[config.mk]
export PLATFORM = sky130hd
export DESIGN_NAME = fdmm_ram
export DESIGN_NICKNAME = d
export VERILOG_FILES = /design/src/rtl/fdmm_ram.sv
export SDC_FILE = /design/constraint.sdc
export NUM_CORES = 2
export LEC_CHECK = 0
export BUFFER_PORTS_ARGS = -buffer_cell sky130_fd_sc_hd__buf_2
export CAP_MARGIN = 20
export CELL_PAD_IN_SITES_DETAIL_PLACEMENT = 1
export CELL_PAD_IN_SITES_GLOBAL_PLACEMENT = 1
export CORE_MARGIN = 1.5
export CORE_UTILIZATION = 45
export DETAILED_ROUTE_END_ITERATION = 10
export PLACE_DENSITY_LB_ADDON = 0.1
export SLEW_MARGIN = 30
export SYNTH_ARGS = -nofsm -noshare
export SYNTH_HDL_FRONTEND = slang
export SYNTH_SLANG_ARGS = --single-unit
[constraint.sdc]
create_clock -name aclk -period 3.1 [get_ports aclk]
set_input_delay 0.31 -clock aclk [delete_from_list [all_inputs] [get_ports aclk]]
set_output_delay 0.31 -clock aclk [all_outputs]
set_load 0.01 [all_outputs]
[src/rtl/fdmm_ram.sv]
// Generic single-write, single-read RAM with registered read data (read-first).
module fdmm_ram #(
    parameter int WIDTH = 8,
    parameter int DEPTH = 256
) (
    input  logic                     aclk,
    input  logic                     we,
    input  logic [$clog2(DEPTH)-1:0] waddr,
    input  logic [WIDTH-1:0]         wdata,
    input  logic                     re,
    input  logic [$clog2(DEPTH)-1:0] raddr,
    output logic [WIDTH-1:0]         rdata
);

    logic [WIDTH-1:0] mem [DEPTH];
    logic [WIDTH-1:0] rdata_reg;

    always_ff @(posedge aclk) begin
        if (we) begin
            mem[waddr] <= wdata;
        end
        if (re) begin
            rdata_reg <= mem[raddr];
        end
    end

    assign rdata = rdata_reg;

endmodule

Yosys cells after proc, flatten, opt, wreduce, memory -nomap -nowiden
Memory sizes are Yosys's and may differ from the RTL's. A register that Yosys moved wholly into a read port is not among the register bits.
Index checks and enable logic that the tools add are counted.

storage, ports and cells
  register bits = 0
  memory bits (writable) = 2048
  input port bits = 27
  output and inout bits = 8
  logic and storage cells = 3
  memories = 1

memory list
  memory  depth  width  rd ports  clocked after Yosys merged registers in  write ports  line  text
  mem     256    8      1         1                                        1            15    logic [WIDTH-1:0] mem [DEPTH];

cells by class
  multiplexer cells = 2

operator list
  operator  count
  $mux 1    2

Longest topological paths before layout
  depth in word-level cells = 2
  depth in mapped cells = 11
  mapped depth without buffers = 6

Worst setup path after synthesis
OpenSTA, ideal clock, no wires.

  kind = input to register
  start point = in raddr[0]
  end point = reg rdata_reg[2] (netlist: rdata[2]) (read register of mem) (data pin)
  library setup time = 269 ps
  arrival = 2117 ps
  data required time = 2831 ps
  slack = 714 ps
  stages = 9
  cell sequence = buf_6 -> buf_12 -> buf_8 -> buf_2 -> mux4_2 -> a22oi_1 -> a21oi_1 -> nor4_1 -> nor4_2

RTL lines
  what             line  text
  start, declared  11    input logic [$clog2(DEPTH)-1:0] raddr,
  end, declared    16    logic [WIDTH-1:0] rdata_reg;

==> impl_metrics.tcl <==
set metrics [dict create \
    grt_pass1_wl_um 320000 \
    cts_max_path_buffers 3 \
    grt_pass1_vias 43100 \
    utilization_pct 52.8 \
    clk_latency_ns 0.84 \
    yosysSeqAreaShare_pct 77.5 \
    p_leak_uw 0.0297 \
    tightest_slew_ns 0.996 \
    cp.required_ns 3.70 \
    routabilityCongestion 0.844 \
    yosysTopAreaCellShare_pct 77.5 \
    criticalPathCategory "reg2reg" \
    start_util_pct 45.3 \
    die_w_um 424 \
    min_period_ns 2.86 \
    setup_viol 0 \
    grt_max_degree 103 \
    crit_family "multiplexers" \
    crit_arrival_ns 3.46 \
    core_um2 176000 \
    largest_reg_flops 2048 \
    num_vias 40400 \
    root_buffer "clkbuf_16" \
    crit_buf_inv 2 \
    worst-path-max-fanout 1 \
    yosysMostFrequentCell "edfxtp_1" \
    syn_nets 3760 \
    overflow 0 \
    finalSetupTns_ns 0 \
    ir_drop_uv 622 \
    drc 0 \
    slowest_stage "nor3_1" \
    synth_common_cells "edfxtp_1, mux4_2, nor2_1, mux2i_1, a22oi_1" \
    startpoint_type "register" \
    num_io_pins 35 \
    place_inst 6416 \
    antenna_found_initial 10 \
    ys_top_cells_by_area "edfxtp_1, mux4_2, mux2i_1, nor2_1, a22oi_1" \
    drv_slew 0 \
    rows 154 \
    internal_power_uw 46100 \
    clkSlewWorstSetupHoldPaths_ns 0.06 \
    fin_crit_sh_pct 92.3 \
    dieArea_um2 180000 \
    combinationalPowerShare_pct 5.2 \
    port_buffers 34 \
    final_cells 6802 \
    tritoncts "built" \
    nets 4316 \
    syn_inst 3733 \
    synth_ff_type "edfxtp_1" \
    relSlewSlack_pct 33.6 \
    yosysWarnings 0 \
    drtIter0Drc 3932 \
    track_usage_pct 25.1 \
    numCtsBuffers 208 \
    p_sw_uw 12500 \
    htreeDepth 4 \
    hold_class "in2reg" \
    critPathCaptureType "register" \
    drive_gt1_share_pct 29.9 \
    wire_per_inst_um 32.7 \
    viasPerCell 5.95 \
    finClkSkew_ns 0.0236 \
    area.growth.synth_to_final_pct 16.6 \
    firstDrtPassIters 5 \
    max_freq_mhz 349 \
    status "finished clean" \
    synth-edff-count 2056 \
    powerDensity_nw_per_um2 632 \
    maxCapViolations 0 \
    die_h_um 424 \
    p_clk_share_pct 42.4 \
    p_seq_share_pct 52.3 \
    async_flop_share_pct 0 \
    cpPeakStageDelay_ns 0.62 \
    cts.sinks 2056 \
    synth_cell_types 54 \
    synth_largest_area_cell "edfxtp_1" \
    rsz0062_at_grt "false" \
    p_sw_share_pct 21.3 \
    path_cells "mux4_2 > mux4_2 > nor2_1 > a2111oi_1 > buf_4 > nor3_1 > buf_4 > nor4_1" \
    synth-seq-cells 2056 \
    dp_hpwl_um 144000 \
    netlist_area_um2 79600 \
    drt_wl_total_um 223000 \
    hold_viol 0 \
    postRouteAntennaNets 0 \
    syn_avg_cell_area_um2 21.3 \
]
## placed cells by master, fill, tap and decap left out, types with 49 or more instances in the layout
master	netlist	routed
edfxtp_1	2056	2056
buf_4	27	495
mux4_2	454	454
nor2_1	282	279
clkbuf_16	0	214
mux2i_1	134	134
a22oi_1	133	133
a21oi_1	96	96
clkinv_1	1	53
buf_12	8	49
## through the flow
step | setup WS (ns) | total power, uW | hold WS, ns | area (um^2)
6_report | 0.238 | 58600 | 0.0503 | 92900
2_1_floorplan | 0.714 | 32800 | 0.409 | 79600
5_1_grt | 0.187 | 60100 | 0.0763 | 92900
3_5_place_dp | -0.390 | 34400 | 0.755 | 86100
3_3_place_gp | -0.557 | 34300 | 0.752 | 86100
4_1_cts | 0.164 | 59100 | 0.0499 | 92900
## metal layers
layer	vias to the layer above	wire length, um	global-route usage (%)
li1	16800	-	-
met5	-	11	0
met4	2	4880	6.17
met1	22100	92700	34.4
met3	281	11300	3.32
met2	1235	114000	42.7
## final timing paths
kind,startpoint,endpoint,depth (start not counted),slack [ns]
setup / recovery,mem[143][4]$_DFFE_PP_,rdata[4]$_DFFE_PP_,8,0.24
hold / removal,wdata[5],mem[55][5]$_DFFE_PP_,1,0.05
setup reg to reg,mem[143][4]$_DFFE_PP_,rdata[4]$_DFFE_PP_,8,0.24
hold reg to reg,mem[48][0]$_DFFE_PP_,rdata[0]$_DFFE_PP_,6,1.28
## cells by family (layout without fill, tap and decap cells)
| family | after synthesis | in the layout | share of synthesized area, % |
|---|---|---|---|
| AO/OA/AOI/OAI | 385 | 385 | 3.42 |
| buffers and inverters | 235 | 962 | 1.83 |
| flip-flops | 2056 | 2056 | 77.5 |
| multiplexers | 591 | 591 | 14.6 |
| other | 0 | 2 | 0 |
| AND/OR/NAND/NOR | 466 | 466 | 2.63 |
## power groups by stage
stage                     combinational, uW  sequential (uW)  clock [uW]
after floorplan                        1490            31300           0
after global placement                 3050            31300           0
after detailed placement               3110            31300           0
after CTS                              3120            30700       25300
after global routing                   3230            30700       26100
final                                  3070            30700       24900
## layout make-up
class,instances,area (um^2)
clock inverters,120,1190
well taps,2340,2930
multi-input cells,1442,16500
inverters,2,7.51
flip-flops and latches,2056,61700
repair buffers,579,4980
fillers,15400,83100
diodes,2,5.00
clock buffers,261,5530
## timing repair
item,4_1_cts,5_1_grt
hold endpoints to repair,42,0
resized for setup,0,0
buffers inserted,0,0
hold buffers,3,0
(Power assumes the default switching activity.)
