===== src/rtl/fdmm_pkg.sv =====
// Shared constants, register codes and stage types for the frame difference motion mask.
package fdmm_pkg;

    localparam int FRAME_PIXELS = 65536;
    localparam int ADDR_W       = $clog2(FRAME_PIXELS);
    localparam int PIX_W        = 24;
    localparam int PROD_W       = 22;
    localparam int GRAY_SHIFT   = 14;
    localparam int HIST_DEPTH   = 3;
    localparam int PADDR_W      = 5;
    localparam int CFG_IDX_W    = PADDR_W - 2;

    localparam logic [13:0]       GRAY_WB    = 14'd1868;
    localparam logic [13:0]       GRAY_WG    = 14'd9617;
    localparam logic [13:0]       GRAY_WR    = 14'd4899;
    localparam logic [PROD_W-1:0] GRAY_ROUND = PROD_W'(8192);
    localparam logic [7:0]        MARK_ON    = 8'hFF;

    localparam logic [CFG_IDX_W-1:0] REG_USE_PIPELINE     = CFG_IDX_W'(0);
    localparam logic [CFG_IDX_W-1:0] REG_DIFF_THRESHOLD   = CFG_IDX_W'(1);
    localparam logic [CFG_IDX_W-1:0] REG_RESTRICT_TO_ZONE = CFG_IDX_W'(2);
    localparam logic [CFG_IDX_W-1:0] REG_SELECTED_ZONE    = CFG_IDX_W'(3);
    localparam logic [CFG_IDX_W-1:0] REG_ADDITIVE         = CFG_IDX_W'(4);

    typedef struct packed {
        logic       use_pipeline;
        logic [7:0] diff_threshold;
        logic       restrict_to_zone;
        logic [7:0] selected_zone;
        logic       additive;
    } cfg_t;

    typedef struct packed {
        logic [ADDR_W-1:0] idx;
        logic [7:0]        blue;
        logic [7:0]        green;
        logic [7:0]        red;
        logic [7:0]        mask_in;
        logic [7:0]        zone;
        logic              is_static;
    } pix_t;

    typedef struct packed {
        logic [ADDR_W-1:0] idx;
        logic [7:0]        db;
        logic [7:0]        dg;
        logic [7:0]        dr;
        logic [7:0]        mask_in;
        logic [7:0]        zone;
        logic              is_static;
        logic [7:0]        two_back;
        logic [7:0]        gray_old;
    } s2_t;

    typedef struct packed {
        logic [ADDR_W-1:0] idx;
        logic [PROD_W-1:0] prod_b;
        logic [PROD_W-1:0] prod_g;
        logic [PROD_W-1:0] prod_r;
        logic [7:0]        mask_in;
        logic [7:0]        zone;
        logic              is_static;
        logic [7:0]        two_back;
        logic [7:0]        gray_old;
    } s3_t;

    typedef struct packed {
        logic              en;
        logic [ADDR_W-1:0] addr;
        logic [PIX_W-1:0]  data;
    } prior_wr_t;

    typedef struct packed {
        logic              en;
        logic [ADDR_W-1:0] addr;
        logic [7:0]        one_back;
        logic [7:0]        two_back;
    } mask_wr_t;

    typedef struct packed {
        logic              en;
        logic [ADDR_W-1:0] addr;
        logic [7:0]        gray;
    } gray_wr_t;

endpackage


===== src/rtl/fdmm_gray.sv =====
// Second stage: weight the channel differences for the gray conversion.
module fdmm_gray import fdmm_pkg::*; (
    input  logic aclk,
    input  logic aresetn,
    input  logic en,
    input  logic s2_valid,
    input  s2_t  s2,
    output logic s3_valid,
    output s3_t  s3
);

    logic s3_valid_reg;
    s3_t  s3_reg;
    s3_t  s3_next;

    always_comb begin
        s3_next.idx       = s2.idx;
        s3_next.prod_b    = PROD_W'(s2.db) * PROD_W'(GRAY_WB);
        s3_next.prod_g    = PROD_W'(s2.dg) * PROD_W'(GRAY_WG);
        s3_next.prod_r    = PROD_W'(s2.dr) * PROD_W'(GRAY_WR);
        s3_next.mask_in   = s2.mask_in;
        s3_next.zone      = s2.zone;
        s3_next.is_static = s2.is_static;
        s3_next.two_back  = s2.two_back;
        s3_next.gray_old  = s2.gray_old;
    end

    always_ff @(posedge aclk) begin
        if (!aresetn) begin
            s3_valid_reg <= 1'b0;
        end else if (en) begin
            s3_valid_reg <= s2_valid;
        end
    end

    always_ff @(posedge aclk) begin
        if (en && s2_valid) begin
            s3_reg <= s3_next;
        end
    end

    assign s3_valid = s3_valid_reg;
    assign s3       = s3_reg;

endmodule


===== config.mk =====
export PLATFORM = sky130hd
export DESIGN_NAME = fdmm_gray
export DESIGN_NICKNAME = d
export VERILOG_FILES = /design/src/rtl/fdmm_pkg.sv /design/src/rtl/fdmm_gray.sv
export SDC_FILE = /design/constraint.sdc
export NUM_CORES = 1
export LEC_CHECK = 0
export BUFFER_PORTS_ARGS = -buffer_cell sky130_fd_sc_hd__buf_2
export CAP_MARGIN = 10
export CORE_ASPECT_RATIO = 0.8
export CORE_UTILIZATION = 49
export CTS_BUF_LIST = sky130_fd_sc_hd__clkbuf_8 sky130_fd_sc_hd__clkbuf_16
export DETAILED_ROUTE_END_ITERATION = 10
export PLACE_DENSITY = 0.77
export SKIP_CTS_REPAIR_TIMING = 1
export SLEW_MARGIN = 10
export SYNTH_ARGS = -nofsm -noshare
export SYNTH_HDL_FRONTEND = slang
export SYNTH_SLANG_ARGS = --single-unit

===== constraint.sdc =====
create_clock -name aclk -period 3.96 [get_ports aclk]
set_input_delay 0.594 -clock aclk [delete_from_list [all_inputs] [get_ports aclk]]
set_output_delay 0.594 -clock aclk [all_outputs]
set_load 0.03 [all_outputs]

# [Word level (Yosys, flattened, before mapping)]
# Index checks and enable logic that the tools add are counted.
[classes] multipliers=3 reduce_logical=1
[ops] op="8-bit by 14-bit multiplier with 22-bit output, second input constant" n=1
[ops] op="8-bit by 13-bit multiplier with 21-bit output, second input constant" n=1
[ops] op="8-bit by 9-bit multiplier with 17-bit output, second input constant" n=1
[ops] op="1-bit logical AND" n=1
[word_totals] reg_bits=110 output_inout_bits=116 word_cells=14

# [Logic depth before layout (Yosys ltp)]
[logic_depth] word_depth=1 depth_mapped=15 ltp_nobuf=15

# [Worst setup path after synthesis]
# Ideal clock, no wire load.
[synth_path] kind="input to register" from="in s2[51] (netlist bit)" to="reg s3_reg (netlist bit s3[94]) (data pin)" setup_ps=258 arrival_time_ps=3788 t_required_ps=3702 path_slack_ps=-85 stages=14 path_buffers=0 path_cell_list="inv_1 -> fa_1 -> inv_1 -> ha_1 -> fa_1 -> inv_1 -> fa_1 -> inv_1 -> ha_1 -> a21oi_1 -> o22ai_2 -> a311o_1 -> a21oi_2 -> xnor2_1"
[synth_rtl] element="start: declaration" line_no="fdmm_gray.sv:7" rtl="input s2_t s2,"
[synth_rtl] element="end signal: assignment" line_no="fdmm_gray.sv:38" rtl="s3_reg <= s3_next;"
[synth_rtl] element="end: declaration" line_no="fdmm_gray.sv:13" rtl="s3_t s3_reg;"

==> impl_metrics.py <==
metrics = {
    "clock_network": {
        "cts_made_buffers": 9,
        "cts-root-buf": "clkbuf_16",
        "clock_latency_ps": 350,
        "cts_sinks": 110,
        "cts_tree": "built",
        "clk_pin_slew_ps": 80,
        "cts-htree-levels": 3,
        "clockBufferDepth": 2,
    },
    "die": {
        "start_util_pct": 50.7,
        "fp.dieH_um": 114,
        "ios": 193,
        "die_area_mm2": 0.0162,
        "core_area_mm2": 0.0152,
        "chipWidth_um": 142,
        "placementRows": 40,
    },
    "route": {
        "drc_errors": 0,
        "viasPerCell": 4.84,
        "avgRoutedWirePerCell_um": 13.7,
        "vias": 5276,
        "drt_iter0_drc": 194,
        "wirelength_um": 14900,
        "dr.pass1.iters": 4,
        "antenna_left": 0,
    },
    "final_layout": {
        "drive_gt1_share_pct": 32.5,
        "nets": 1140,
        "area_delta_synth_final_pct": 26.8,
        "seqCellArea_mm2": 0.00329,
        "n_antenna_cell": 0,
        "fin_util_pct": 64.3,
        "largest_register_ffs": 109,
        "nFillCells": 1187,
        "multi_input_area_mm2": 0.00404,
    },
    "timing": {
        "tns_ps": 0,
        "drv_slew": 0,
        "whs_ps": 407,
        "finalCritPeriodShare_pct": 95.6,
        "finalCriticalPeriod_ps": 3780,
        "finalHoldViolations": 0,
        "slew_headroom_pct": 57.6,
        "setup_slack_ps": 175,
        "clock.fmax_mhz": 264,
        "setup_viol": 0,
        "worst_pin_slew_ps": 636,
        "skew_ps": 0,
    },
    "worst_setup_path": {
        "worstPathArrival_ps": 3890,
        "cp_max_fo": 5,
        "cp.required_ps": 4060,
        "path_buf_inv": 5,
        "crit_type": "primary input to flip-flop",
        "worst_path_dominant_cell_family": "adder cells",
        "crit_chain": "buf_2 > inv_1 > fa_1 > inv_1 > ha_1 > fa_1 > inv_1 > fa_1 > inv_1 > ha_4 > a21oi_2 > o22ai_2 > a311o_1 > a21oi_2 > xnor2_1",
        "slowest_delay_ps": 550,
        "critPathLaunchType": "primary input",
        "cp_slowest_cell": "fa_1",
        "cp-end-kind": "flip-flop",
        "worst_path_most_repeated_cell": "inv_1",
    },
    "place": {
        "gp_congestion": 0.834,
        "io_buffer_count": 186,
        "dp_hpwl_um": 12300,
        "dpl_worst_slack_ps": -279,
    },
    "global_routing": {
        "grt_use_met1_pct": 25.3,
        "grt.overflow.total": 0,
        "grt_pass1_vias": 4954,
        "use_met3_pct": 4.14,
        "antenna_found_initial": 0,
        "grt_pass1_wl_um": 23700,
        "grt.busiest_layer": "met2",
        "grt_max_degree": 66,
        "grtUsageMet2_pct": 31.2,
        "grt.total_usage_pct": 18.9,
    },
    "flow_run": {
        "drv_cap": 0,
    },
    "synthesis": {
        "synth_cell_types": 45,
        "synth_edf_count": 109,
        "syn_inst": 610,
        "ys_seq_area_share_pct": 42.8,
        "yosysWarnings": 0,
        "synth.cell_area_mm2": 0.00769,
        "avgSynthCellArea_um2": 12.6,
        "yosys_register_bits": 110,
        "ys_async_sr_fraction_pct": 0,
        "synthFlopType": "edfxtp_1",
    },
    "pwr": {
        "p_leak_nw": 4.81,
        "ir_drop_v": 0.000250,
        "power_density_mw_per_mm2": 502,
    },
    "worst_hold_path": {
        "hp-class": "primary input to flip-flop",
    },
    "outcome": {
        "status": "finished clean",
    },
}
## power breakdown
group	internal (mW)	switching [mW]	leakage, nW
clock network	0.461	0.462	0.154
registers	1.55	0.0369	1.03
logic	1.05	1.35	3.63
## cell usage after synthesis (4+ instances only)
library cell	instances	area, um2
o21bai_1	6	45.0
nor2_1	20	75.1
a21oi_1	31	155
fa_1	44	881
inv_1	103	387
nand3_1	10	50.1
a21o_1	11	82.6
ha_1	145	1810
edfxtp_1	109	3270
buf_4	6	45.0
nand2b_1	4	25.0
a31oi_1	6	37.5
o21a_1	8	60.1
xnor2_1	26	228
xor2_1	8	70.1
nand2_1	15	56.3
o21ai_0	17	85.1
## per-layer routing
metal,share of wire (%),vias to the layer above,wire length [um]
met2,47,143,6930
met1,47,2449,6960
met4,0.89,0,133
met5,0,-,0
met3,5.8,8,867
li1,-,2676,-
## worst paths after layout
| check | from | endpoint | slack, ps | cells after the start |
|---|---|---|---|---|
| setup / recovery | s2[51] | s3[94] | 180 | 15 |
| hold / removal | s2[60] | s3[102] | 410 | 1 |
| setup reg to reg | s3_valid | s3_valid | 3240 | 2 |
| hold reg to reg | s3_valid | s3_valid | 660 | 2 |
## kinds of logic (layout without fill, tap and decap cells)
family / after synthesis / in the layout / share of synthesized area [%]
buffers and inverters: 109 / 373 / 5.61
XOR/XNOR: 34 / 34 / 3.87
AND/OR/NAND/NOR: 67 / 67 / 4.18
AO/OA/AOI/OAI: 100 / 100 / 8.44
other: 1 / 6 / 0.0487
adder cells (fa/ha/maj): 189 / 189 / 35.0
flip-flops: 110 / 110 / 42.8
## stage by stage
step           instance area [um2]  power [mW]  instances
4_1_cts                       9720        4.93       1088
3_5_place_dp                  9400        3.97       1072
5_1_grt                       9750        5.26       1089
6_report                      9750        4.90       1089
3_3_place_gp                  9400        3.92       1072
2_1_floorplan                 7730        3.24        615
## cells in the final DEF (no fill, tap or decap), types with 3 or more instances in the layout
| master | synthesis | final |
|---|---|---|
| edfxtp_1 | 109 | 109 |
| a21o_1 | 11 | 11 |
| a211oi_1 | 3 | 3 |
| nor2_1 | 20 | 20 |
| nand2b_1 | 4 | 4 |
| a31oi_1 | 6 | 5 |
| a21oi_2 | 1 | 4 |
| nand3_1 | 10 | 10 |
| a21oi_1 | 31 | 28 |
| o21ai_0 | 17 | 17 |
| nand2_1 | 15 | 15 |
| inv_1 | 103 | 103 |
| ha_1 | 145 | 142 |
| buf_4 | 6 | 67 |
| or2_2 | 3 | 3 |
| buf_2 | 0 | 186 |
| o21bai_1 | 6 | 6 |
| xor2_1 | 8 | 8 |
| and3_1 | 3 | 3 |
| conb_1 | 1 | 6 |
| fa_1 | 44 | 43 |
| clkinv_8 | 0 | 3 |
| o21a_1 | 8 | 8 |
| xnor2_1 | 26 | 26 |
| clkbuf_16 | 0 | 9 |
## cell type report
| cell class | instances | area share, % |
|---|---|---|
| Sequential cell | 110 | 33.8 |
| Timing Repair Buffer | 254 | 14.9 |
| Tap cell | 210 | 2.69 |
| Multi-Input combinational cell | 396 | 41.4 |
| Clock buffer | 9 | 2.31 |
| Clock inverter | 7 | 0.962 |
| Inverter | 103 | 3.96 |
(Power assumes the default switching activity.)
