### src/rtl/fdmm_pkg.sv
// Shared constants, register codes and stage types for the frame difference motion mask.
package fdmm_pkg;

    localparam int FRAME_PIXELS = 65536;
    localparam int ADDR_W       = $clog2(FRAME_PIXELS);
    localparam int PIX_W        = 24;
    localparam int PROD_W       = 22;
    localparam int GRAY_SHIFT   = 14;
    localparam int HIST_DEPTH   = 3;
    localparam int PADDR_W      = 5;
    localparam int CFG_IDX_W    = PADDR_W - 2;

    localparam logic [13:0]       GRAY_WB    = 14'd1868;
    localparam logic [13:0]       GRAY_WG    = 14'd9617;
    localparam logic [13:0]       GRAY_WR    = 14'd4899;
    localparam logic [PROD_W-1:0] GRAY_ROUND = PROD_W'(8192);
    localparam logic [7:0]        MARK_ON    = 8'hFF;

    localparam logic [CFG_IDX_W-1:0] REG_USE_PIPELINE     = CFG_IDX_W'(0);
    localparam logic [CFG_IDX_W-1:0] REG_DIFF_THRESHOLD   = CFG_IDX_W'(1);
    localparam logic [CFG_IDX_W-1:0] REG_RESTRICT_TO_ZONE = CFG_IDX_W'(2);
    localparam logic [CFG_IDX_W-1:0] REG_SELECTED_ZONE    = CFG_IDX_W'(3);
    localparam logic [CFG_IDX_W-1:0] REG_ADDITIVE         = CFG_IDX_W'(4);

    typedef struct packed {
        logic       use_pipeline;
        logic [7:0] diff_threshold;
        logic       restrict_to_zone;
        logic [7:0] selected_zone;
        logic       additive;
    } cfg_t;

    typedef struct packed {
        logic [ADDR_W-1:0] idx;
        logic [7:0]        blue;
        logic [7:0]        green;
        logic [7:0]        red;
        logic [7:0]        mask_in;
        logic [7:0]        zone;
        logic              is_static;
    } pix_t;

    typedef struct packed {
        logic [ADDR_W-1:0] idx;
        logic [7:0]        db;
        logic [7:0]        dg;
        logic [7:0]        dr;
        logic [7:0]        mask_in;
        logic [7:0]        zone;
        logic              is_static;
        logic [7:0]        two_back;
        logic [7:0]        gray_old;
    } s2_t;

    typedef struct packed {
        logic [ADDR_W-1:0] idx;
        logic [PROD_W-1:0] prod_b;
        logic [PROD_W-1:0] prod_g;
        logic [PROD_W-1:0] prod_r;
        logic [7:0]        mask_in;
        logic [7:0]        zone;
        logic              is_static;
        logic [7:0]        two_back;
        logic [7:0]        gray_old;
    } s3_t;

    typedef struct packed {
        logic              en;
        logic [ADDR_W-1:0] addr;
        logic [PIX_W-1:0]  data;
    } prior_wr_t;

    typedef struct packed {
        logic              en;
        logic [ADDR_W-1:0] addr;
        logic [7:0]        one_back;
        logic [7:0]        two_back;
    } mask_wr_t;

    typedef struct packed {
        logic              en;
        logic [ADDR_W-1:0] addr;
        logic [7:0]        gray;
    } gray_wr_t;

endpackage

### src/rtl/fdmm_mark.sv
// Last stage: gray sum, stored-gray forwarding, threshold, zone gate and mask combine.
module fdmm_mark import fdmm_pkg::*; (
    input  logic       aclk,
    input  logic       aresetn,
    input  logic       en,
    input  logic       s3_valid,
    input  s3_t        s3,
    input  cfg_t       cfg,
    output gray_wr_t   gray_wr,
    output logic       out_valid,
    output logic [7:0] out_mask
);

    gray_wr_t          hist_reg [HIST_DEPTH];
    logic              out_valid_reg;
    logic [7:0]        out_mask_reg;
    logic [7:0]        out_mask_next;
    logic [PROD_W-1:0] sum;
    logic [7:0]        gray_calc;
    logic [7:0]        gray_stored;
    logic [7:0]        gray;
    logic [7:0]        mark;

    always_comb begin
        sum = s3.prod_b + s3.prod_g + s3.prod_r + GRAY_ROUND;
        // Weights add up to one in Q14, so the shifted sum never exceeds 255.
        gray_calc = sum[PROD_W-1:GRAY_SHIFT];

        // Gray writes still held in the history registers missed this item's read; newest wins.
        gray_stored = s3.gray_old;
        for (int i = HIST_DEPTH - 1; i >= 0; i--) begin
            if (hist_reg[i].en && hist_reg[i].addr == s3.idx) begin
                gray_stored = hist_reg[i].gray;
            end
        end
        gray = s3.is_static ? gray_stored : gray_calc;

        gray_wr.en   = en && s3_valid && !cfg.use_pipeline && !s3.is_static;
        gray_wr.addr = s3.idx;
        gray_wr.gray = gray_calc;

        mark = (gray >= cfg.diff_threshold) ? MARK_ON : 8'h00;
        if (cfg.restrict_to_zone && s3.zone != cfg.selected_zone) begin
            mark = 8'h00;
        end

        if (cfg.use_pipeline) begin
            out_mask_next = s3.mask_in & ~s3.two_back;
        end else if (cfg.additive) begin
            out_mask_next = s3.mask_in | (mark & s3.zone);
        end else begin
            out_mask_next = s3.mask_in & mark;
        end
    end

    always_ff @(posedge aclk) begin
        if (!aresetn) begin
            for (int i = 0; i < HIST_DEPTH; i++) begin
                hist_reg[i].en <= 1'b0;
            end
            out_valid_reg <= 1'b0;
        end else if (en) begin
            hist_reg[0] <= gray_wr;
            for (int i = 1; i < HIST_DEPTH; i++) begin
                hist_reg[i] <= hist_reg[i-1];
            end
            out_valid_reg <= s3_valid;
        end
    end

    always_ff @(posedge aclk) begin
        if (en && s3_valid) begin
            out_mask_reg <= out_mask_next;
        end
    end

    assign out_valid = out_valid_reg;
    assign out_mask  = out_mask_reg;

endmodule

### config.mk
export PLATFORM = sky130hd
export DESIGN_NAME = fdmm_mark
export DESIGN_NICKNAME = d
export VERILOG_FILES = /design/src/rtl/fdmm_pkg.sv /design/src/rtl/fdmm_mark.sv
export SDC_FILE = /design/constraint.sdc
export NUM_CORES = 1
export LEC_CHECK = 0
export ABC_AREA = 1
export CORE_AREA = 2 2 113 115
export CTS_BUF_LIST = sky130_fd_sc_hd__clkbuf_16
export CTS_CLUSTER_DIAMETER = 100
export DETAILED_ROUTE_END_ITERATION = 16
export DIE_AREA = 0 0 115 117
export DONT_BUFFER_PORTS = 1
export GPL_TIMING_DRIVEN = 1
export PLACE_DENSITY = 0.74
export SLEW_MARGIN = 20
export SYNTH_ARGS = -nofsm -noshare
export SYNTH_HDL_FRONTEND = slang
export SYNTH_SLANG_ARGS = --single-unit
### constraint.sdc
create_clock -name aclk -period 5.53 [get_ports aclk]
set_clock_uncertainty 0.2 [all_clocks]
set_input_delay 0.553 -clock aclk [delete_from_list [all_inputs] [get_ports aclk]]
set_output_delay 0.553 -clock aclk [all_outputs]
set_load 0.02 [all_outputs]
### Word level (Yosys, flattened, before mapping)

Memory sizes are Yosys's and may differ from the RTL's.
Index checks and enable logic that the tools add are counted.

| storage, ports and cells | value |
|---|---|
| memories kept | 1 |
| output and inout port bits | 34 |
| memory bits (writable) | 75 |
| word-level logic and storage cells | 43 |
| input port bits | 138 |
| register bits | 9 |

| operators by class | value |
|---|---|
| mux-type cells | 15 |
| add/subtract/negate cells | 3 |
| equal/unequal tests | 4 |
| reductions and logical operators | 9 |
| $lt $le $gt $ge | 1 |
| bitwise gates (word level) | 8 |

Memories:

| name | depth | width | rd ports | clocked after memory_dff | write ports | RTL line | RTL |
|---|---|---|---|---|---|---|---|
| hist_reg | 3 | 25 | 3 | 0 | 3 | fdmm_mark.sv:14 | `gray_wr_t hist_reg [HIST_DEPTH];` |

Operators with widths:

| kind | number |
|---|---|
| $mux 8 | 8 |
| $eq 16x16->1 | 3 |
| $add 22x22->22 | 2 |
| $and 8x8->8 | 3 |
| $add 22x14->22 const B | 1 |
| $ge 8x8->1 | 1 |
| $ne 8x8->1 | 1 |
| $not 8->8 | 1 |
| $or 8x8->8 | 1 |
| $logic_and 1x1->1 | 7 |
| $mux 1 | 7 |
| $or 1x1->1 | 3 |
| $logic_not 1->1 | 2 |

### Longest topological paths before layout

Gate-level depths: netlist (run 1).
An unclocked memory read counts as a cell.

| logic depth | value |
|---|---|
| depth after elaboration | 14 |
| mapped depth | 29 |
| depth with buffers taken out | 29 |

### Least setup slack after synthesis (run 1)

No wires, ideal clock.

| timing path | value |
|---|---|
| path type | in2reg |
| from | in s3[42] (netlist bit) |
| to | reg out_mask_reg[0] (netlist: out_mask[0]), data pin |
| arrival time | 3.854 ns |
| stages | 28 |
| path buffers | 0 |
| slack | 1.223 ns |
| cells stage by stage | inv_1 -> fa_1 -> inv_1 -> ha_1 -> ha_1 -> nand2_1 -> inv_1 -> a21boi_0 -> o21a_1 -> a21o_1 -> nand2_1 -> inv_1 -> nand2_1 -> nand2_1 -> inv_1 -> ha_1 -> inv_1 -> nor2_1 -> o21ai_0 -> nand2_1 -> nand2_1 -> nand4_1 -> nand2_1 -> nand2_1 -> nand2_1 -> nand2_1 -> nand2_1 -> nand2_1 |

RTL lines:

| what | RTL line | RTL |
|---|---|---|
| start, declared | fdmm_mark.sv:7 | `input s3_t s3,` |
| end signal, assigned | fdmm_mark.sv:73 | `out_mask_reg <= out_mask_next;` |
| end, declared | fdmm_mark.sv:16 | `logic [7:0] out_mask_reg;` |

==> flow_metrics.tcl, run 1 <==
set metrics [dict create \
    antenna_found_initial 0 \
    synthArstFlopShare 0 \
    start_kind "primary input" \
    worst_pin_slew_ns 0.845 \
    synth_area_sq_um 7170 \
    ctsRootBufferMaster "clkbuf_16" \
    drt-wirelength-per-cell_um 13.5 \
    ir_drop_uv 132 \
    hp-class "in2reg" \
    drive_gt1_frac 0.0649 \
    fp.coreArea_sq_um 12300 \
    finalHoldViolations 0 \
    layout_commonest_cell "nand2_1" \
    drtPass1Iterations 5 \
    cts_tree "built" \
    synth-seq-cells 84 \
    cts_sinks 84 \
    timing.fmax_ghz 0.225 \
    die_w_um 115 \
    synth_cells 933 \
    synth_cell_types 44 \
    synth.area.top_cells "edfxtp_1 35%, nand2_1 12%, inv_1 10%, ha_1 8.0%, nor2_1 5.9%" \
    setup_tns_ns 0 \
    cts_hold_buf 0 \
    placed_area_sq_um 7200 \
    wl_mm 14.5 \
    gp_congestion 0.883 \
    min_period_ns 4.45 \
    io_pins 172 \
    cts_setup_buffers 0 \
    power_density_nw_per_um2 272 \
    clk_pin_slew_worst_paths_ns 0.06 \
    end_kind "flop" \
    rsz0062_at_grt "false" \
    drcViolationCount 0 \
    final_cell_mix "219 x nand2_1, 195 x inv_1, 113 x nor2_1" \
    area_growth_pct 4.42 \
    track_usage 0.220 \
    cts-htree-levels 3 \
    leakage_nw 3.90 \
    crit_type "in2reg" \
    synth_nets 1137 \
    dp_hpwl_mm 11.4 \
    maxSlewViolCount 0 \
    synth_top_area_cell "edfxtp_1" \
    die-area_sq_um 13500 \
    synth_area_per_cell_sq_um 7.68 \
    slew_headroom 0.436 \
    synth_flop_cell "edfxtp_1" \
    synth_edf_count 83 \
    antenna_left 0 \
    yosysWarnings 0 \
    drtIter0Drc 444 \
    vias_per_cell 5.22 \
    critPathMaxFanout 7 \
    cts_resized 0 \
    antenna_cells 0 \
    setup_viol_count_final 0 \
    dp_slack_ns 0.710 \
    finish.instance_area_sq_um 7480 \
    grt.overflow.total 0 \
    netlist.area_leader.share 0.348 \
    largest_register_ffs 75 \
    finalCritPeriodShare 0.805 \
    insertion_delay_ns 0.34 \
    die_h_um 117 \
    cp_data_required_time_ns 5.43 \
    fin_nets 1124 \
    yosysSeqAreaShare 0.351 \
    maxCapViolCount 0 \
    setup_ws_ns 1.08 \
    grt_max_degree 75 \
    grt_pass1_wl_mm 23.5 \
    grt_pass1_vias 5348 \
    clockBufferDepth 2 \
    cts_buffers 9 \
    cpMostUsedCell "nand2_1" \
    cp_data_arrival_time_ns 4.35 \
    cpPeakStageDelay_ns 0.52 \
    io_buffers 0 \
    rows 41 \
    start_util 0.582 \
    crit_slowest_cell "fa_1" \
    outcome "completed" \
    vias 5615 \
]
per-layer routing:
metal	share of wire	up-vias	GRT usage
li1	-	2895	-
met1	0.45	2517	0.281
met2	0.47	186	0.378
met3	0.071	17	0.0479
met4	0.013	0	0.0635
met5	0	-	0
worst paths after layout:
check,startpoint,cells after the start,endpoint,slack (ns)
worst max-delay path,s3[42],28,out_mask[2]$_DFFE_PP_,1.08
worst min-delay path,s3_valid,2,out_valid$_SDFFE_PN0P_,0.15
worst max register to register,hist_reg[0][24]$_SDFFCE_PN0P_,22,out_mask[2]$_DFFE_PP_,2.14
worst min register to register,hist_reg[0][6]$_DFFE_PP_,2,hist_reg[0][31]$_DFFE_PP_,0.35
synthesized netlist by cell type, drive strengths merged (2+ instances only):
library cell and instances:
nor3 16, edfxtp 83, buf 16, o21bai 4, clkbuf 10, a31oi 2
nor2 127, nand2 226, ha 46, nand4 33, nor4 2, or2 2
xor2 16, o211ai 2, a21oi 21, inv 207, xnor2 14, fa 20
nand3b 11, a21o 4, o21ai 16, and2 2, a21boi 2, nand3 47
final cells by class:
class	instances	area, sq um
Timing Repair Buffer	2	15.0
Clock buffer	9	225
Fill cell	1123	4830
Inverter	208	781
Multi-Input combinational cell	615	3710
Sequential cell	84	2510
Tap cell	150	188
Clock inverter	7	53.8
critical path: cells and delay by family:
family,cells,cell delay (ns)
AOI/OAI and AO/OA,4,0.66
adders and majority gates,4,1.39
buffers and inverters,6,0.38
and+or+nand+nor,14,1.37
through the flow:
step,power (mW),hold WS [ns],utilization,cells
global route,2.16,0.143,0.608,1075
floorplan,1.34,0.331,-,933
global placement,1.46,0.343,0.585,1059
detailed placement,1.46,0.345,0.585,1059
CTS,2.04,0.139,0.608,1075
finish,2.03,0.145,0.608,1075
cells by family after synthesis:
logic type,after synthesis,share of synthesized area
and+or+nand+nor,467,0.302
adders and majority gates,66,0.136
xor gates and xnor gates,30,0.0377
AOI/OAI and AO/OA,52,0.0412
DFF,84,0.351
buffers and inverters,234,0.132
power breakdown:
part / leakage (nW) / internal (mW) / switching [mW] / total (mW)
clock: 0.148 / 0.341 / 0.238 / 0.579
combinational: 2.96 / 0.225 / 0.460 / 0.686
sequential: 0.783 / 0.743 / 0.0238 / 0.767
No activity file was read; power rests on OpenSTA's default activity.
==> run 2, diff against run 1 <==
- CORE_AREA: 2 2 113 115 -> 2 2 114 116
- DIE_AREA: 0 0 115 117 -> 0 0 116 118
- PLACE_DENSITY: 0.74 -> 0.76
- clock period: 5.53 -> 4.07 ns (I/O delays scaled with it)
==> run 2 against run 1 <==
Cell count is 6.0% higher. Flip-flop and latch count is the same. Die area grew 1.7%. Count of clock-buffer cells in the layout unchanged. Combinational power grew 110%. Sequential power up 36%. Core utilization is 6.8 points higher.
==> flow_metrics.tcl, run 2 (same netlist as run 1, synthesis figures left out) <==
set metrics [dict create \
    timing.fmax_ghz 0.254 \
    reg2reg_to "out_mask[1]$_DFFE_PP_" \
    wl_mm 16.9 \
    drive_gt1_frac 0.185 \
    cts_buffers 9 \
    largest_register_ffs 75 \
    die_w_um 116 \
    cts-htree-levels 3 \
    io_pins 172 \
    rsz0062_at_grt "true" \
    start_kind "primary input" \
    antenna_left 0 \
    whs_ns 0.0188 \
    cp-startpoint "s3[51]" \
    area_growth_pct 17.1 \
    drtPass1Iterations 7 \
    ctsRootBufferMaster "clkbuf_16" \
    finalCritPeriodShare 0.967 \
    setup_viol_count_final 0 \
    drt-wirelength-per-cell_um 14.8 \
    total_power_mw 3.35 \
    rows 41 \
    ir_drop_uv 213 \
    die_h_um 118 \
    power_density_nw_per_um2 400 \
    start_util 0.577 \
    fp.coreArea_sq_um 12400 \
    endpoint "out_mask[1]$_DFFE_PP_" \
    antenna_found_initial 0 \
    drtIter0Drc 401 \
    grt_pass1_vias 5753 \
    drcViolationCount 0 \
    slew_headroom 0.337 \
    hold_start "aresetn" \
    fin_nets 1167 \
    reg2reg_from "hist_reg[0][24]$_SDFFCE_PN0P_" \
    clk_pin_slew_worst_paths_ns 0.06 \
    min_period_ns 3.94 \
    cp_data_required_time_ns 4.07 \
    dp_hpwl_mm 12.4 \
    final_cell_mix "205 x nand2_1, 184 x inv_1, 109 x nor2_1" \
    clockBufferDepth 2 \
    die-area_sq_um 13700 \
    finalHoldViolations 0 \
    vias 6038 \
    maxSlewViolCount 0 \
    worst_pin_slew_ns 0.995 \
    outcome "completed" \
    r2r_setup_slack_ns 0.77 \
    track_usage 0.229 \
    grt_pass1_wl_mm 25.1 \
    vias_per_cell 5.30 \
    cts_tree "built" \
    placed_area_sq_um 7550 \
    hp-class "in2reg" \
    cts_sinks 84 \
    crit_type "in2reg" \
    insertion_delay_ns 0.33 \
    grt_max_degree 74 \
    dp_slack_ns -0.351 \
    finish.instance_area_sq_um 8390 \
    critPathMaxFanout 7 \
    setup_ws_ns 0.135 \
    grt.overflow.total 0 \
    setup_tns_ns 0 \
    cp_data_arrival_time_ns 3.94 \
    gp_congestion 0.852 \
    leakage_nw 4.13 \
    layout_commonest_cell "nand2_1" \
    antenna_cells 0 \
    end_kind "flop" \
    reg2reg_depth 20 \
    io_buffers 0 \
    maxCapViolCount 0 \
]
run 2: power breakdown:
group          internal (mW)  switching (mW)  leakage, nW
logic                  0.634           0.830         3.20
clock network          0.528           0.320        0.146
registers               1.01          0.0323        0.783
run 2: worst max-delay path, stage by stage:
cell and delay (ns):
inv_1 0.03, fa_1 0.53, inv_1 0.04, ha_1 0.31
ha_4 0.25, buf_4 0.15, inv_1 0.08, o21bai_1 0.11
a21oi_1 0.17, o211ai_1 0.14, or2_1 0.27, nand3_1 0.08
nand2_1 0.06, ha_1 0.28, inv_2 0.04, nor3_2 0.19
nand4_1 0.10, nand4_1 0.14, nand2_2 0.11, nor2_4 0.20
nand2_1 0.08, nand2_1 0.05, nand2_1 0.04, nand2_1 0.08
run 2: repair_timing:
action | CTS | global route
resized for setup | 2 | 90
hold buffers | 1 | 0
endpoints found under the hold margin | 1 | 0
setup buffers | 0 | 1
gates cloned | 0 | 0
pin swaps | 0 | 41
setup endpoints to repair | 2 | 8
run 2: how the worst min path moves through the flow:
| stage | to | slack [ns] | cells after the start |
|---|---|---|---|
| floorplan | out_valid$_SDFFE_PN0P_ | 0.33 | 2 |
| global placement | hist_reg[0][28]$_DFFE_PP_ | 0.34 | 2 |
| detailed placement | hist_reg[0][55]$_DFFE_PP_ | 0.34 | 2 |
| CTS | out_valid$_SDFFE_PN0P_ | 0.01 | 2 |
| global route | out_valid$_SDFFE_PN0P_ | 0.03 | 2 |
| finish | out_valid$_SDFFE_PN0P_ | 0.02 | 2 |
run 2: per-layer routing:
layer / global-route usage / routed length (um) / vias up
met3: 0.0499 / 1230 / 44
met5: 0 / 0 / -
met1: 0.291 / 6930 / 2764
met2: 0.393 / 8300 / 258
met4: 0.0603 / 453 / 0
li1: - / - / 2972
run 2: layout make-up:
cell class / count / area [sq um]
sequential: 84 / 2510
clock inverter: 6 / 80.1
clock buffer: 9 / 225
tap: 172 / 215
fill: 1018 / 4030
timing repair buffer: 45 / 340
inverter: 208 / 788
multi-input combinational: 615 / 4230
run 2: per-stage QoR:
stage / util / std cells
3_5_place_dp: 0.608 / 1122
6_report: 0.676 / 1139
3_3_place_gp: 0.608 / 1122
2_1_floorplan: - / 933
5_1_grt: 0.676 / 1139
4_1_cts: 0.634 / 1138
